===== config.mk =====
export PLATFORM = sky130hd
export DESIGN_NAME = fpst_alu
export DESIGN_NICKNAME = d
export VERILOG_FILES = /design/src/fpst_pkg.sv /design/src/fpst_alu.sv
export SDC_FILE = /design/constraint.sdc
export NUM_CORES = 1
export LEC_CHECK = 0
export ABC_AREA = 1
export BUFFER_PORTS_ARGS = -buffer_cell sky130_fd_sc_hd__buf_4
export CAP_MARGIN = 20
export CORE_MARGIN = 2
export CORE_UTILIZATION = 55
export DETAILED_ROUTE_END_ITERATION = 8
export PLACE_DENSITY = 0.91
export SYNTH_ARGS = -nofsm -noshare
export SYNTH_HDL_FRONTEND = slang
export SYNTH_SLANG_ARGS = --single-unit

===== constraint.sdc =====
create_clock -name vclk -period 2.5
set_input_delay 0.125 -clock vclk [all_inputs]
set_output_delay 0.125 -clock vclk [all_outputs]
set_load 0.01 [all_outputs]

===== src/fpst_pkg.sv =====
// Types and constants of the binary indexed prefix-sum table.
package fpst_pkg;

   localparam int SUM_W        = 48;
   localparam int POS_W        = 11;
   localparam int IDX_W        = 12;
   localparam int KIND_W       = 2;
   localparam int SIZE_DEFAULT = 1024;

   typedef enum logic [KIND_W-1:0] {
      KIND_ADD    = 2'd0,
      KIND_QUERY  = 2'd1,
      KIND_SEARCH = 2'd2
   } kind_type;

   typedef enum logic [2:0] {
      ST_CLEAR,
      ST_IDLE,
      ST_READ,
      ST_EXEC,
      ST_FINISH
   } state_type;

   typedef enum logic {
      ALU_ADD,
      ALU_SUB
   } alu_op_type;

   typedef struct packed {
      alu_op_type       op;
      logic [SUM_W-1:0] a;
      logic [SUM_W-1:0] b;
   } alu_req_type;

   typedef struct packed {
      logic [SUM_W-1:0] sum;
      logic             b_lt_a;
   } alu_rsp_type;

endpackage


===== src/fpst_alu.sv =====
// Shared 48-bit add/subtract unit with signed compare.
module fpst_alu (
   input  fpst_pkg::alu_req_type req,
   output fpst_pkg::alu_rsp_type rsp
);

   logic                       sub;
   logic [fpst_pkg::SUM_W-1:0] b_eff;

   assign sub        = (req.op == fpst_pkg::ALU_SUB);
   assign b_eff      = sub ? ~req.b : req.b;
   assign rsp.sum    = req.a + b_eff + fpst_pkg::SUM_W'(sub);
   assign rsp.b_lt_a = $signed(req.b) < $signed(req.a);

endmodule


==> flow_metrics.env, run 1 <==
export IMPL_outcome="finished, final reports clean"
export IMPL_fin_nets=1463
export IMPL_yosysMostFrequentCell="nand2_1"
export IMPL_netlist_top_cells_area="nand2_1, ha_1, inv_1"
export IMPL_worstSetupStartpointType="primary input"
export IMPL_core_mm2=0.0103
export IMPL_vias=6971
export IMPL_synth_compound_area_share=0.0710
export IMPL_row_count=37
export IMPL_ys_seq_area_frac=0
export IMPL_initial_core_util=0.568
export IMPL_die_w_um=107
export IMPL_end_kind="output port"
export IMPL_syn_avg_cell_area_um2=5.30
export IMPL_gr_total_overflow=0
export IMPL_crit_fanout=21
export IMPL_setup_viol=0
export IMPL_synth_adder_area_share=0.210
export IMPL_synth_top_family_by_area="simple AND/OR/NAND/NOR gates"
export IMPL_synth_simple_area_share=0.440
export IMPL_worst_pin_slew_ns=0.388
export IMPL_synthCells=1108
export IMPL_antenna_found_initial=0
export IMPL_dpl_cell_count=1398
export IMPL_worstSetupPathType="in2out"
export IMPL_fmax_ghz=0.413
export IMPL_routedWlPerCell_um=12.9
export IMPL_design_die_area_mm2=0.0115
export IMPL_holdPathStages=4
export IMPL_tns_ns=0
export IMPL_cap_violations=0
export IMPL_synth_warnings=0
export IMPL_routabilityCongestion=0.999
export IMPL_portBuffers=146
export IMPL_muxShareOfSynthArea=0
export IMPL_grt_pass1_vias=6323
export IMPL_drive_gt1_frac=0.194
export IMPL_drtAntennaViolNets=0
export IMPL_syn_area_mm2=0.00587
export IMPL_fp_dieH_um=107
export IMPL_register_area_um2=0
export IMPL_ir_drop_mv=0.198
export IMPL_multi_input_area_mm2=0.00494
export IMPL_synth_cell_type_count=29
export IMPL_hold_path_endpoint="rsp[1]"
export IMPL_period_needed_ns=2.42
export IMPL_route_detailed_drc=0
export IMPL_flops_and_latches=0
export IMPL_routed_wl_mm=18.0
export IMPL_grt_start_max_net_pins=27
export IMPL_rsz0062_at_grt="true"
export IMPL_track_usage=0.307
export IMPL_worstHoldStart="req[48]"
export IMPL_fin_cells=1402
export IMPL_dr_pass1_iters=5
export IMPL_crit_arrival_ns=2.29
export IMPL_slew_limit_headroom=0.739
export IMPL_antenna_diode_count=0
export IMPL_drt_iter0_markers=487
export IMPL_yosys_top_cells_count="nand2_1, inv_1, ha_1"
export IMPL_finalHoldViolCount=0
export IMPL_area_delta_synth_final_pct=24.5
export IMPL_hp_class="in2out"
export IMPL_viasPerCell=4.97
export IMPL_leakage_nw=4.58
export IMPL_hpwl_mm=16.3
export IMPL_period_share=0.968
export IMPL_grt_pass1_wl_mm=28.8
export IMPL_slew_viol_final=0
export IMPL_nFillCells=1001
export IMPL_yosysTopAreaCell="nand2_1"
export IMPL_synth_top_area_share=0.257
export IMPL_crit_required_ns=2.38
export IMPL_clkbuf_count=0
export IMPL_syn_num_nets=1303
export IMPL_powerDensity_mw_per_mm2=337
export IMPL_cts_hold_buf=0
export IMPL_io_pins=146
export IMPL_synth_xor_area_frac=0.113
[worst max-delay path: stages]
cell      delay, ns
buf_4          0.14
buf_12         0.16
xor2_1         0.17
ha_1           0.33
buf_4          0.17
nand2_1        0.10
inv_1          0.08
a21oi_2        0.18
nand2_1        0.12
nand3b_1       0.25
nand2_1        0.14
nand2_1        0.06
nand2_1        0.05
nand2_1        0.05
buf_4          0.14
[per-layer routing]
layer | GRT usage | up-vias | share of wire
met1 | 0.434 | 3080 | 0.47
met2 | 0.533 | 210 | 0.46
met5 | 0 | - | 0
met4 | 0.0399 | 0 | 0.015
li1 | - | 3667 | -
met3 | 0.00666 | 14 | 0.057
[metrics by stage]
| stage | total power, W | instance area, um2 | utilization | setup slack (ns) | hold slack (ns) |
|---|---|---|---|---|---|
| finish | 0.00246 | 7310 | 0.708 | 0.0804 | 0.617 |
| global route | 0.00271 | 7310 | 0.708 | -0.0396 | 0.644 |
| CTS | 0.00240 | 7230 | 0.701 | 0.0909 | 0.622 |
| detailed placement | 0.00239 | 7230 | 0.701 | 0.0979 | 0.615 |
| global placement | 0.00237 | 7230 | 0.701 | 0.0969 | 0.606 |
| floorplan | 0.00146 | 5870 | - | 0.460 | 0.398 |
[cells in the final DEF (no fill, tap or decap), types with 7 or more instances in the layout]
cell type / Yosys / layout
a21oi_1: 53 / 49
buf_4: 1 / 162
ha_1: 97 / 92
inv_1: 240 / 238
inv_2: 10 / 12
nand2_1: 402 / 399
nand2_2: 16 / 19
nand3_1: 40 / 40
nand4_1: 13 / 13
nor2_1: 79 / 77
nor2_2: 22 / 24
nor2_4: 7 / 7
nor3_1: 10 / 9
o21ai_0: 8 / 8
o21bai_1: 7 / 7
xnor2_1: 8 / 8
xor2_1: 68 / 68
[power by group]
| part | leakage (nW) | switching, W | internal [W] | total, W |
|---|---|---|---|---|
| sequential | 0 | 0 | 0 | 0 |
| combinational | 4.58 | 0.00143 | 0.00103 | 0.00246 |
| clock | 0 | 0 | 0 | 0 |
| total | 4.58 | 0.00143 | 0.00103 | 0.00246 |
[kinds of logic (layout without fill, tap and decap cells)]
kind of cell	Yosys count	after routing
xor+xnor	76	76
compound gates	76	76
buf+inv	256	414
fa+ha+maj	98	98
simple gates	602	602
[worst max path at each step]
stage / start / to / slack, ns / cells after the start
after floorplan: req[96] / rsp[31] / 0.46 / 13
after global placement: req[96] / rsp[30] / 0.1 / 13
after detailed placement: req[96] / rsp[37] / 0.1 / 15
after CTS: req[96] / rsp[37] / 0.09 / 15
after global routing: req[96] / rsp[46] / -0.04 / 15
final: req[96] / rsp[37] / 0.08 / 15
[final cells by class]
| type | count | area share |
|---|---|---|
| tap | 136 | 0.0233 |
| multi-input combinational | 852 | 0.676 |
| inverter | 250 | 0.128 |
| timing repair buffer | 164 | 0.172 |
[timing repair]
item | in CTS | in global routing
gates resized for setup | 0 | 17
setup buffers | 0 | 4
setup endpoints to repair | 0 | 18
Note: power is estimated with default switching activity, not from simulation.
==> inputs of run 2 (changes only) <==
--- a/config.mk
+++ b/config.mk
@@ -12,6 +12,8 @@
 export CORE_UTILIZATION = 55
 export DETAILED_ROUTE_END_ITERATION = 8
 export PLACE_DENSITY = 0.91
+export RECOVER_POWER = 100
+export SETUP_SLACK_MARGIN = 0.5
 export SYNTH_ARGS = -nofsm -noshare
 export SYNTH_HDL_FRONTEND = slang
 export SYNTH_SLANG_ARGS = --single-unit
==> constraint.sdc (replaced) <==
create_clock -name vclk -period 2.5
set_input_delay 0.375 -clock vclk [all_inputs]
set_output_delay 0.375 -clock vclk [all_outputs]
set_load 0.01 [all_outputs]
==> run 2 against run 1 <==
The flow now stops in global routing. Synthesized cell count stayed put. Area after synthesis did not move.
==> flow_metrics.env, run 2 <==
export IMPL_portBuffers=146
export IMPL_routabilityCongestion=1.01
export IMPL_syn_area_mm2=0.00587
export IMPL_postPlaceCellArea_mm2=0.00824
export IMPL_synth_warnings=0
export IMPL_syn_num_nets=1303
export IMPL_grt_start_max_net_pins=17
export IMPL_synthCells=1108
export IMPL_yosys_top_cells_count="nand2_1, inv_1, ha_1"
export IMPL_initial_core_util=0.568
export IMPL_grt_worst_endpoint="rsp[48]"
export IMPL_fp_dieH_um=107
export IMPL_hpwl_mm=18.0
export IMPL_firstError="[ERROR DPL-0038] Utilization greater than 100%, impossible to legalize"
export IMPL_lastStage="global routing"
export IMPL_synth_cell_type_count=29
export IMPL_outcome="aborted with a tool error"
export IMPL_yosysMostFrequentCell="nand2_1"
export IMPL_cts_hold_buf=0
export IMPL_syn_avg_cell_area_um2=5.30
export IMPL_die_w_um=107
export IMPL_ys_seq_area_frac=0
export IMPL_synth_top_area_share=0.257
export IMPL_netlist_top_cells_area="nand2_1, ha_1, inv_1"
export IMPL_row_count=37
export IMPL_worstEndpointType="top-level output"
export IMPL_yosysTopAreaCell="nand2_1"
export IMPL_io_pins=146
run 2: metrics by stage:
stage | util | std cells | TNS (ns) | worst slack, ns | hold slack [ns]
2_1_floorplan | - | 1108 | 0 | 0.132 | 0.898
4_1_cts | 0.874 | 1529 | -5.18 | -0.192 | 1.12
3_3_place_gp | 0.799 | 1510 | -8.13 | -0.352 | 1.10
3_5_place_dp | 0.799 | 1510 | -9.65 | -0.323 | 1.12
run 2: logic make-up after synthesis:
group                      Yosys count  synth area share
buffers and inverters              256             0.165
and+or+nand+nor                    602             0.440
AOI/OAI and AO/OA                   76            0.0710
adders and majority gates           98             0.210
xor gates and xnor gates            76             0.113
run 2: timing repair:
action,4_1_cts
setup endpoints to repair,47
setup buffers,19
gates resized for setup,161
pin swaps,80
==> inputs of run 3 (changes only) <==
--- a/config.mk
+++ b/config.mk
@@ -9,11 +9,10 @@
 export BUFFER_PORTS_ARGS = -buffer_cell sky130_fd_sc_hd__buf_4
 export CAP_MARGIN = 20
 export CORE_MARGIN = 2
-export CORE_UTILIZATION = 55
+export CORE_UTILIZATION = 40
 export DETAILED_ROUTE_END_ITERATION = 8
-export PLACE_DENSITY = 0.91
+export PLACE_DENSITY_LB_ADDON = 0.15
 export RECOVER_POWER = 100
-export SETUP_SLACK_MARGIN = 0.5
 export SYNTH_ARGS = -nofsm -noshare
 export SYNTH_HDL_FRONTEND = slang
 export SYNTH_SLANG_ARGS = --single-unit
==> run 3 against run 2 <==
The flow now finishes, with violations (negative setup slack).
==> flow_metrics.env, run 3 (synthesized netlist as in run 1, its figures left out) <==
export IMPL_register_area_um2=0
export IMPL_die_w_um=125
export IMPL_hold_path_endpoint="rsp[1]"
export IMPL_grt_start_max_net_pins=12
export IMPL_setup_viol=43
export IMPL_io_pins=146
export IMPL_fin_nets=1622
export IMPL_slew_viol_final=0
export IMPL_hp_class="in2out"
export IMPL_design_die_area_mm2=0.0157
export IMPL_worst_pin_slew_ns=0.297
export IMPL_fmax_ghz=0.352
export IMPL_clkbuf_count=0
export IMPL_fp_dieH_um=125
export IMPL_slew_limit_headroom=0.800
export IMPL_ir_drop_mv=0.238
export IMPL_tns_ns=-8.16
export IMPL_routed_wl_mm=22.0
export IMPL_outcome="finished, violations left"
export IMPL_crit_arrival_ns=2.47
export IMPL_row_count=44
export IMPL_dr_pass1_iters=4
export IMPL_worstHoldStart="req[48]"
export IMPL_core_mm2=0.0144
export IMPL_area_delta_synth_final_pct=74.7
export IMPL_nFillCells=1203
export IMPL_fin_hold_ws_ns=1.10
export IMPL_period_share=1.14
export IMPL_rsz0062_at_grt="true"
export IMPL_antenna_diode_count=0
export IMPL_drtAntennaViolNets=0
export IMPL_antenna_found_initial=0
export IMPL_crit_fanout=6
export IMPL_holdPathStages=4
export IMPL_final_cell_mix="buf_4, nand2_1, inv_1, nand2_2, ha_1"
export IMPL_setup_ws_ns=-0.340
export IMPL_violations="negative setup slack"
export IMPL_powerDensity_mw_per_mm2=354
export IMPL_initial_core_util=0.407
export IMPL_leakage_nw=5.77
export IMPL_routabilityCongestion=0.914
export IMPL_drt_iter0_markers=326
export IMPL_flops_and_latches=0
export IMPL_routedWlPerCell_um=13.7
export IMPL_gr_total_overflow=0
export IMPL_cap_violations=0
export IMPL_p_total_w=0.00363
export IMPL_drive_gt1_frac=0.460
export IMPL_viasPerCell=4.71
export IMPL_grt_pass1_vias=7022
export IMPL_cts_hold_buf=0
export IMPL_end_kind="output port"
export IMPL_finalHoldViolCount=0
export IMPL_worstSetupPathType="in2out"
export IMPL_crit_required_ns=2.12
export IMPL_final_common_cell="buf_4"
export IMPL_hpwl_mm=16.8
export IMPL_worstSetupStartpointType="primary input"
export IMPL_track_usage=0.248
export IMPL_portBuffers=146
export IMPL_layout_core_utilization=0.711
export IMPL_period_needed_ns=2.84
export IMPL_grt_pass1_wl_mm=32.7
export IMPL_route_detailed_drc=0
export IMPL_vias=7580
-- run 3: per-stage QoR --
| step | instances | instance area [um2] | worst slack, ns |
|---|---|---|---|
| after global placement | 1566 | 8210 | -0.341 |
| after detailed placement | 1566 | 8210 | -0.326 |
| after CTS | 1589 | 9010 | -0.260 |
| after global routing | 1609 | 10300 | -0.401 |
| final | 1609 | 10300 | -0.340 |
| after floorplan | 1108 | 5880 | 0.00285 |
-- run 3: worst max-delay path, cell delays in order --
cell,delay (ns)
buf_16,0.14
buf_16,0.16
xor2_1,0.15
ha_1,0.39
buf_6,0.15
nand2_8,0.06
nor2_4,0.19
nand2_1,0.08
nor2_1,0.11
nand2_1,0.07
nand3b_1,0.14
buf_4,0.14
xor2_1,0.14
buf_4,0.15
-- run 3: repair_timing --
item,4_1_cts,5_1_grt
gates resized for setup,154,249
setup endpoints to repair,42,44
cloned,5,2
pin swaps,76,139
setup buffers,18,23
-- run 3: area by class of cell --
class / instances / area, um2 / area share
Inverter: 250 / 943 / 0.0920
Multi-Input combinational cell: 852 / 6350 / 0.619
Tap cell: 184 / 230 / 0.0225
Timing Repair Buffer: 323 / 2730 / 0.266
-- run 3: worst max-delay path by stage --
stage / start / endpoint / slack [ns] / depth (start not counted)
after global placement: req[96] / rsp[21] / -0.34 / 12
after CTS: req[96] / rsp[30] / -0.26 / 16
final: req[96] / rsp[21] / -0.34 / 14
after floorplan: req[96] / rsp[31] / 0.003 / 13
after detailed placement: req[96] / rsp[41] / -0.33 / 17
after global routing: req[96] / rsp[21] / -0.40 / 14
-- run 3: metal layers --
metal  wire length, um  GRT usage
met3               801    0.00599
met4               314     0.0118
met5                 0          0
met2             10800      0.448
met1             10100      0.348
-- run 3: power by group --
group | internal [W] | leakage, nW | total [W] | switching (W)
logic | 0.00171 | 5.77 | 0.00363 | 0.00192
registers | 0 | 0 | 0 | 0
clock network | 0 | 0 | 0 | 0
total | 0.00171 | 5.77 | 0.00363 | 0.00192
