[config.mk]
export PLATFORM = sky130hd
export DESIGN_NAME = fpst_seq
export DESIGN_NICKNAME = d
export VERILOG_FILES = /design/src/fpst_pkg.sv /design/src/fpst_seq.sv
export SDC_FILE = /design/constraint.sdc
export NUM_CORES = 1
export LEC_CHECK = 0
export BUFFER_PORTS_ARGS = -buffer_cell sky130_fd_sc_hd__buf_2
export CAP_MARGIN = 20
export CORE_MARGIN = 5
export CORE_UTILIZATION = 50
export DETAILED_ROUTE_END_ITERATION = 10
export GPL_ROUTABILITY_DRIVEN = 0
export GPL_TIMING_DRIVEN = 0
export PLACE_DENSITY = 0.84
export SKIP_CTS_REPAIR_TIMING = 1
export SLEW_MARGIN = 15
export SYNTH_ARGS = -nofsm -noshare
export SYNTH_HDL_FRONTEND = slang
export SYNTH_SLANG_ARGS = --single-unit
[constraint.sdc]
create_clock -name clock -period 4.8 [get_ports clock]
set_input_delay 0.96 -clock clock [delete_from_list [all_inputs] [get_ports clock]]
set_output_delay 0.96 -clock clock [all_outputs]
set_load 0.03 [all_outputs]
[src/fpst_pkg.sv]
// Types and constants of the binary indexed prefix-sum table.
package fpst_pkg;

   localparam int SUM_W        = 48;
   localparam int POS_W        = 11;
   localparam int IDX_W        = 12;
   localparam int KIND_W       = 2;
   localparam int SIZE_DEFAULT = 1024;

   typedef enum logic [KIND_W-1:0] {
      KIND_ADD    = 2'd0,
      KIND_QUERY  = 2'd1,
      KIND_SEARCH = 2'd2
   } kind_type;

   typedef enum logic [2:0] {
      ST_CLEAR,
      ST_IDLE,
      ST_READ,
      ST_EXEC,
      ST_FINISH
   } state_type;

   typedef enum logic {
      ALU_ADD,
      ALU_SUB
   } alu_op_type;

   typedef struct packed {
      alu_op_type       op;
      logic [SUM_W-1:0] a;
      logic [SUM_W-1:0] b;
   } alu_req_type;

   typedef struct packed {
      logic [SUM_W-1:0] sum;
      logic             b_lt_a;
   } alu_rsp_type;

endpackage

[src/fpst_seq.sv]
// Sequencer: clearing pass, tree walks for add, query and search, result register.
module fpst_seq #(
   parameter int SIZE = fpst_pkg::SIZE_DEFAULT,
   localparam int AW = $clog2(SIZE)
) (
   input  logic                              clock,
   input  logic                              reset,
   input  logic                              req_valid,
   output logic                              req_ready,
   input  logic [fpst_pkg::KIND_W-1:0]       req_kind,
   input  logic [fpst_pkg::POS_W-1:0]        req_position,
   input  logic signed [fpst_pkg::SUM_W-1:0] req_amount,
   output logic                              rsp_valid,
   input  logic                              rsp_ready,
   output logic signed [fpst_pkg::SUM_W-1:0] rsp_prefix_sum,
   output logic signed [fpst_pkg::IDX_W-1:0] rsp_found_index,
   output logic                              mem_we,
   output logic [AW-1:0]                     mem_waddr,
   output logic [fpst_pkg::SUM_W-1:0]        mem_wdata,
   output logic                              mem_re,
   output logic [AW-1:0]                     mem_raddr,
   input  logic [fpst_pkg::SUM_W-1:0]        mem_rdata,
   output fpst_pkg::alu_req_type             alu_req,
   input  fpst_pkg::alu_rsp_type             alu_rsp
);

   localparam int PW = AW + 1;
   localparam int IW = $clog2(SIZE + 1);
   localparam int CW = (PW > fpst_pkg::POS_W) ? PW : fpst_pkg::POS_W;
   localparam logic [PW-1:0] SIZE_P   = PW'(SIZE);
   localparam logic [PW:0]   SIZE_E   = (PW + 1)'(SIZE);
   localparam logic [CW-1:0] SIZE_C   = CW'(SIZE);
   localparam logic [IW-1:0] STEP_TOP = {1'b1, {(IW - 1){1'b0}}};
   localparam logic [AW-1:0] LAST_A   = AW'(SIZE - 1);

   fpst_pkg::state_type state_ff, state_in;
   fpst_pkg::kind_type  kind_ff, kind_in;
   logic [PW-1:0]       ptr_ff, ptr_in;
   logic [IW-1:0]       step_ff, step_in;
   logic [fpst_pkg::SUM_W-1:0] acc_ff, acc_in;
   logic                neg_ff, neg_in;
   logic [AW-1:0]       addr_ff, addr_in;
   logic [AW-1:0]       clr_ff, clr_in;
   logic                rsp_valid_ff, rsp_valid_in;
   logic [fpst_pkg::SUM_W-1:0] rsp_sum_ff, rsp_sum_in;
   logic [fpst_pkg::IDX_W-1:0] rsp_idx_ff, rsp_idx_in;

   logic                accept;
   logic                out_free;
   logic [CW-1:0]       pos_c;
   logic [PW:0]         cand;
   logic                cand_fit;
   logic [PW-1:0]       add_next;
   logic [PW-1:0]       qry_next;
   logic [IW-1:0]       step_half;
   logic [AW-1:0]       rd_addr;
   logic                is_search;

   assign req_ready = (state_ff == fpst_pkg::ST_IDLE);
   assign accept    = req_valid & req_ready;
   assign out_free  = !rsp_valid_ff || rsp_ready;
   assign pos_c     = CW'(req_position);
   assign cand      = {1'b0, ptr_ff} + (PW + 1)'(step_ff);
   assign cand_fit  = (cand <= SIZE_E);
   assign add_next  = ptr_ff | (ptr_ff + PW'(1));
   assign qry_next  = ptr_ff & (ptr_ff - PW'(1));
   assign step_half = step_ff >> 1;
   assign is_search = (kind_ff == fpst_pkg::KIND_SEARCH);

   always_comb begin
      case (kind_ff)
         fpst_pkg::KIND_QUERY:  rd_addr = AW'(ptr_ff - PW'(1));
         fpst_pkg::KIND_SEARCH: rd_addr = AW'(cand - (PW + 1)'(1));
         default:               rd_addr = ptr_ff[AW-1:0];
      endcase
   end

   // next state
   always_comb begin
      state_in = state_ff;
      unique case (state_ff)
         fpst_pkg::ST_CLEAR: begin
            if (clr_ff == LAST_A) begin
               state_in = fpst_pkg::ST_IDLE;
            end
         end
         fpst_pkg::ST_IDLE: begin
            if (accept) begin
               state_in = fpst_pkg::ST_FINISH;
               case (req_kind)
                  fpst_pkg::KIND_ADD: begin
                     if (pos_c < SIZE_C) state_in = fpst_pkg::ST_READ;
                  end
                  fpst_pkg::KIND_QUERY: begin
                     if (pos_c != '0) state_in = fpst_pkg::ST_READ;
                  end
                  fpst_pkg::KIND_SEARCH: begin
                     if (!req_amount[fpst_pkg::SUM_W-1] && req_amount != '0) begin
                        state_in = fpst_pkg::ST_READ;
                     end
                  end
                  default: state_in = fpst_pkg::ST_FINISH;
               endcase
            end
         end
         fpst_pkg::ST_READ: begin
            if (is_search && !cand_fit) begin
               if (step_half == '0) state_in = fpst_pkg::ST_FINISH;
            end else begin
               state_in = fpst_pkg::ST_EXEC;
            end
         end
         fpst_pkg::ST_EXEC: begin
            case (kind_ff)
               fpst_pkg::KIND_ADD:
                  state_in = (add_next < SIZE_P) ? fpst_pkg::ST_READ : fpst_pkg::ST_FINISH;
               fpst_pkg::KIND_QUERY:
                  state_in = (qry_next == '0) ? fpst_pkg::ST_FINISH : fpst_pkg::ST_READ;
               fpst_pkg::KIND_SEARCH:
                  state_in = (step_half == '0) ? fpst_pkg::ST_FINISH : fpst_pkg::ST_READ;
               default: state_in = fpst_pkg::ST_FINISH;
            endcase
         end
         fpst_pkg::ST_FINISH: begin
            if (out_free) state_in = fpst_pkg::ST_IDLE;
         end
         default: state_in = fpst_pkg::ST_CLEAR;
      endcase
   end

   // datapath and outputs
   always_comb begin
      kind_in      = kind_ff;
      ptr_in       = ptr_ff;
      step_in      = step_ff;
      acc_in       = acc_ff;
      neg_in       = neg_ff;
      addr_in      = addr_ff;
      clr_in       = clr_ff;
      rsp_sum_in   = rsp_sum_ff;
      rsp_idx_in   = rsp_idx_ff;
      rsp_valid_in = rsp_valid_ff && !rsp_ready;
      mem_we       = 1'b0;
      mem_waddr    = addr_ff;
      mem_wdata    = alu_rsp.sum;
      mem_re       = 1'b0;
      mem_raddr    = rd_addr;
      alu_req.op   = fpst_pkg::ALU_ADD;
      alu_req.a    = acc_ff;
      alu_req.b    = mem_rdata;
      unique case (state_ff)
         fpst_pkg::ST_CLEAR: begin
            mem_we    = 1'b1;
            mem_waddr = clr_ff;
            mem_wdata = '0;
            clr_in    = clr_ff + AW'(1);
         end
         fpst_pkg::ST_IDLE: begin
            if (accept) begin
               kind_in = fpst_pkg::kind_type'(req_kind);
               step_in = STEP_TOP;
               neg_in  = req_amount[fpst_pkg::SUM_W-1] || (req_amount == '0);
               acc_in  = req_amount;
               case (req_kind)
                  fpst_pkg::KIND_QUERY: begin
                     acc_in = '0;
                     ptr_in = (pos_c > SIZE_C) ? SIZE_P : PW'(req_position);
                  end
                  fpst_pkg::KIND_SEARCH: ptr_in = '0;
                  default:               ptr_in = PW'(req_position);
               endcase
            end
         end
         fpst_pkg::ST_READ: begin
            if (is_search && !cand_fit) begin
               step_in = step_half;
            end else begin
               mem_re  = 1'b1;
               addr_in = rd_addr;
            end
         end
         fpst_pkg::ST_EXEC: begin
            case (kind_ff)
               fpst_pkg::KIND_ADD: begin
                  alu_req.a = mem_rdata;
                  alu_req.b = acc_ff;
                  mem_we    = 1'b1;
                  ptr_in    = add_next;
               end
               fpst_pkg::KIND_QUERY: begin
                  acc_in = alu_rsp.sum;
                  ptr_in = qry_next;
               end
               fpst_pkg::KIND_SEARCH: begin
                  alu_req.op = fpst_pkg::ALU_SUB;
                  step_in    = step_half;
                  if (alu_rsp.b_lt_a) begin
                     ptr_in = cand[PW-1:0];
                     acc_in = alu_rsp.sum;
                  end
               end
               default: ptr_in = ptr_ff;
            endcase
         end
         fpst_pkg::ST_FINISH: begin
            if (out_free) begin
               rsp_valid_in = 1'b1;
               rsp_sum_in   = (kind_ff == fpst_pkg::KIND_QUERY) ? acc_ff : '0;
               if (is_search) begin
                  rsp_idx_in = neg_ff ? '1 : fpst_pkg::IDX_W'(ptr_ff);
               end else begin
                  rsp_idx_in = '0;
               end
            end
         end
         default: clr_in = '0;
      endcase
   end

   always_ff @(posedge clock) begin
      if (reset) begin
         state_ff     <= fpst_pkg::ST_CLEAR;
         clr_ff       <= '0;
         rsp_valid_ff <= 1'b0;
      end else begin
         state_ff     <= state_in;
         clr_ff       <= clr_in;
         rsp_valid_ff <= rsp_valid_in;
      end
   end

   always_ff @(posedge clock) begin
      kind_ff    <= kind_in;
      ptr_ff     <= ptr_in;
      step_ff    <= step_in;
      acc_ff     <= acc_in;
      neg_ff     <= neg_in;
      addr_ff    <= addr_in;
      rsp_sum_ff <= rsp_sum_in;
      rsp_idx_ff <= rsp_idx_in;
   end

   assign rsp_valid       = rsp_valid_ff;
   assign rsp_prefix_sum  = rsp_sum_ff;
   assign rsp_found_index = rsp_idx_ff;

endmodule

==> impl_metrics.py <==
metrics = {
    "run_status": {
        "status": "finished, final reports clean",
    },
    "routing": {
        "drcViolationCount": 0,
        "wl_um": 38470,
        "ant_nets": 0,
        "vias": 9806,
        "dr.pass1.iters": 6,
        "wl_per_cell_um": 22.83,
        "initialDrtViolationCount": 936,
        "via_per_inst": 5.820,
    },
    "worst_setup_path": {
        "critPathMaxStageDelay_ns": 0.50,
        "r2r_cells": 10,
        "start_kind": "register",
        "cpMaxStageDelayCell": "edfxtp_1",
        "crit_fanout": 7,
        "rr_startpoint": "ptr_ff[1]",
        "critPathCaptureType": "output port",
        "startpoint": "ptr_ff[1]",
        "required_ns": 3.84,
        "regToRegSetupSlack_ns": 0.86,
        "crit_arrival_ns": 3.72,
        "rr_endpoint": "step_ff[9]",
        "crit_end": "mem_raddr[8]",
        "crit_chain": "inv_1 -> fa_1 -> nand2b_1 -> a21o_1 -> a21oi_2 -> o41ai_1 -> xnor2_2 -> xor2_1 -> nand2_1 -> a31oi_1 -> buf_2",
        "critPathKind": "register to output port",
    },
    "grt": {
        "busiest_layer": "met2",
        "grt_pass1_wl_um": 53990,
        "grtUsageMet1_pct": 40.87,
        "grt_pass1_vias": 9271,
        "grt.overflow.total": 0,
        "grt_use_met2_pct": 52.56,
        "grt_max_degree": 49,
        "gr-usage-met3_pct": 9.605,
        "grt_usage_pct": 31.74,
        "antenna_found_initial": 1,
    },
    "clock_network": {
        "cts_buffers": 17,
        "cts.sinks": 157,
        "htreeDepth": 4,
        "root_buffer": "clkbuf_16",
        "insertion_delay_ns": 0.43,
        "cts_tree": "yes",
        "cts_buffer_depth": 2,
        "clk_pin_slew_worst_paths_ns": 0.07,
    },
    "timing": {
        "whs_ns": 0.5662,
        "fin_crit_ns": 4.682,
        "setup_tns_ns": 0,
        "maxSlewHeadroom_pct": 37.14,
        "slew_viol_final": 0,
        "finalSetupViolations": 0,
        "final_hold_viol_count": 0,
        "fmax_mhz": 213.6,
        "skew_ns": 0.008568,
        "worstMarginPinSlew_ns": 0.9429,
        "fin_crit_sh_pct": 97.55,
    },
    "logic_synthesis": {
        "avgSynthCellArea_um2": 10.05,
        "async_flop_share_pct": 0,
        "synthDistinctLibCells": 70,
        "netlist_instances": 988,
        "synth_seq_area_share_pct": 46.09,
        "synth_flop_cell": "edfxtp_1",
        "ys_top_cells_by_area": "edfxtp_1 (43%), mux2_2 (11%), nand2_1 (6.5%)",
        "yosysMostFrequentCell": "nand2_1",
        "synth_common_cells": "nand2_1 (172), edfxtp_1 (143), and2_1 (102)",
        "ys_seq_elements": 157,
        "synth-simple-area-share_pct": 25.41,
        "synth_compound_area_share_pct": 8.055,
        "syn_nets": 1184,
        "synth_edf_count": 143,
        "synth_top_family_by_area": "simple AND/OR/NAND/NOR gates",
        "synth-xor-area-share_pct": 1.765,
        "synth_mux_area_share_pct": 10.99,
        "synth_top_area_share_pct": 43.26,
        "yosysWarnings": 0,
        "yosysTopAreaCell": "edfxtp_1",
        "netlist_area_um2": 9926,
        "synthAdderAreaFrac_pct": 4.362,
    },
    "power": {
        "powerDensity_nw_per_um2": 232.9,
        "power.leakage_nw": 5.663,
        "vdd_drop_max_v": 0.0002602,
    },
    "placement": {
        "postPlaceCellArea_um2": 12240,
        "dp_hpwl_um": 30170,
        "portBuffers": 390,
    },
    "worst_hold_path": {
        "hp-class": "register to register",
    },
    "layout": {
        "final_util_pct": 66.10,
        "stdcell_area_um2": 12910,
        "antennaDiodeCount": 0,
        "n_fill_cell": 1553,
        "syn2layout_area_growth_pct": 30.04,
        "layout-drive-gt1-share_pct": 39.37,
        "finalNetCount": 1603,
    },
    "floorplanning": {
        "core-area_um2": 19530,
        "fp.dieW_um": 150.9,
        "num_rows": 51,
        "io_pins": 391,
        "start_util_pct": 50.83,
        "die_area_um2": 22770,
        "die_height_um": 150.9,
    },
    "flow_run": {
        "cap_violations": 0,
    },
}
worst max-delay path: cells and delay by family (launching register included):
kind | cells | cell delay (ns)
buffers and inverters | 2 | 0.44
and+or+nand+nor | 2 | 0.31
xor gates and xnor gates | 2 | 0.60
adders and majority gates | 1 | 0.49
DFF | 1 | 0.50
AOI/OAI and AO/OA | 4 | 0.96
logic make-up (layout without fill, tap and decap cells):
logic type      after synthesis  after routing
buf+inv                      84            516
compound gates              107            107
xor+xnor                     20             20
flops                       157            157
simple gates                489            489
mux                          97             97
fa+ha+maj                    34             34
area by class of cell:
class                   count  area [um^2]  share of cell area (%)
clock inverters            15        111.4                  0.8627
plain buffers              57        229.0                   1.774
well taps                 265        331.6                   2.569
repair buffers            400         2042                   15.82
inverters                  27        101.3                  0.7852
flip-flops and latches    157         4574                   35.44
multi-input cells         747         5092                   39.45
clock buffers              17        425.4                   3.296
flip-flops by register name, summed over array words and instances, names as in the netlist:
name             count
kind_ff              2
rsp_valid            1
addr_ff             10
rsp_found_index     12
rsp_prefix_sum      48
neg_ff               1
state_ff             3
acc_ff              48
clr_ff              10
ptr_ff              11
step_ff             11
report_power, final:
group / total, mW / switching [mW] / internal, mW
clock: 1.26 / 0.593 / 0.670
sequential: 1.48 / 0.00285 / 1.48
combinational: 0.259 / 0.147 / 0.111
total: 3.01 / 0.743 / 2.26
worst min-delay path by stage:
stage	start	end	slack [ns]	cells after the start
after floorplan	clr_ff[9]	clr_ff[9]	0.50	2
after global placement	clr_ff[4]	clr_ff[4]	0.53	2
after detailed placement	clr_ff[6]	clr_ff[6]	0.55	2
after CTS	clr_ff[0]	clr_ff[0]	0.56	2
after global routing	rsp_valid	rsp_valid	0.59	2
final	clr_ff[6]	clr_ff[6]	0.57	2
layout by cell type (no fill, tap or decap), types with 9 or more instances in the layout:
cell and instances:
clkbuf_16 17, a21oi_1 25, o21ai_0 16, nand2_1 171
nor3_1 9, nand2b_1 9, and2_1 102, buf_4 9
edfxtp_1 143, and3_1 14, buf_2 395, nor4_1 17
mux2_2 96, nand3b_1 50, nand3_1 14, dfxtp_1 14
inv_1 27, ha_1 33, xor2_1 10, clkbuf_1 42
nor2_1 72
per-layer routing:
layer / vias up / routed length [um]
met3: 100 / 4345
met5: - / 7
li1: 4387 / -
met1: 4655 / 14680
met4: 2 / 1015
met2: 662 / 18430
through the flow:
step	total power, mW	instances	setup WS (ns)
finish	3.006	1685	0.1178
global route	3.095	1685	-0.04743
CTS	3.010	1676	-0.2913
detailed placement	1.770	1644	0.1823
global placement	1.764	1643	0.2245
floorplan	1.641	988	0.7701
Note: power is estimated with default switching activity, not from simulation.
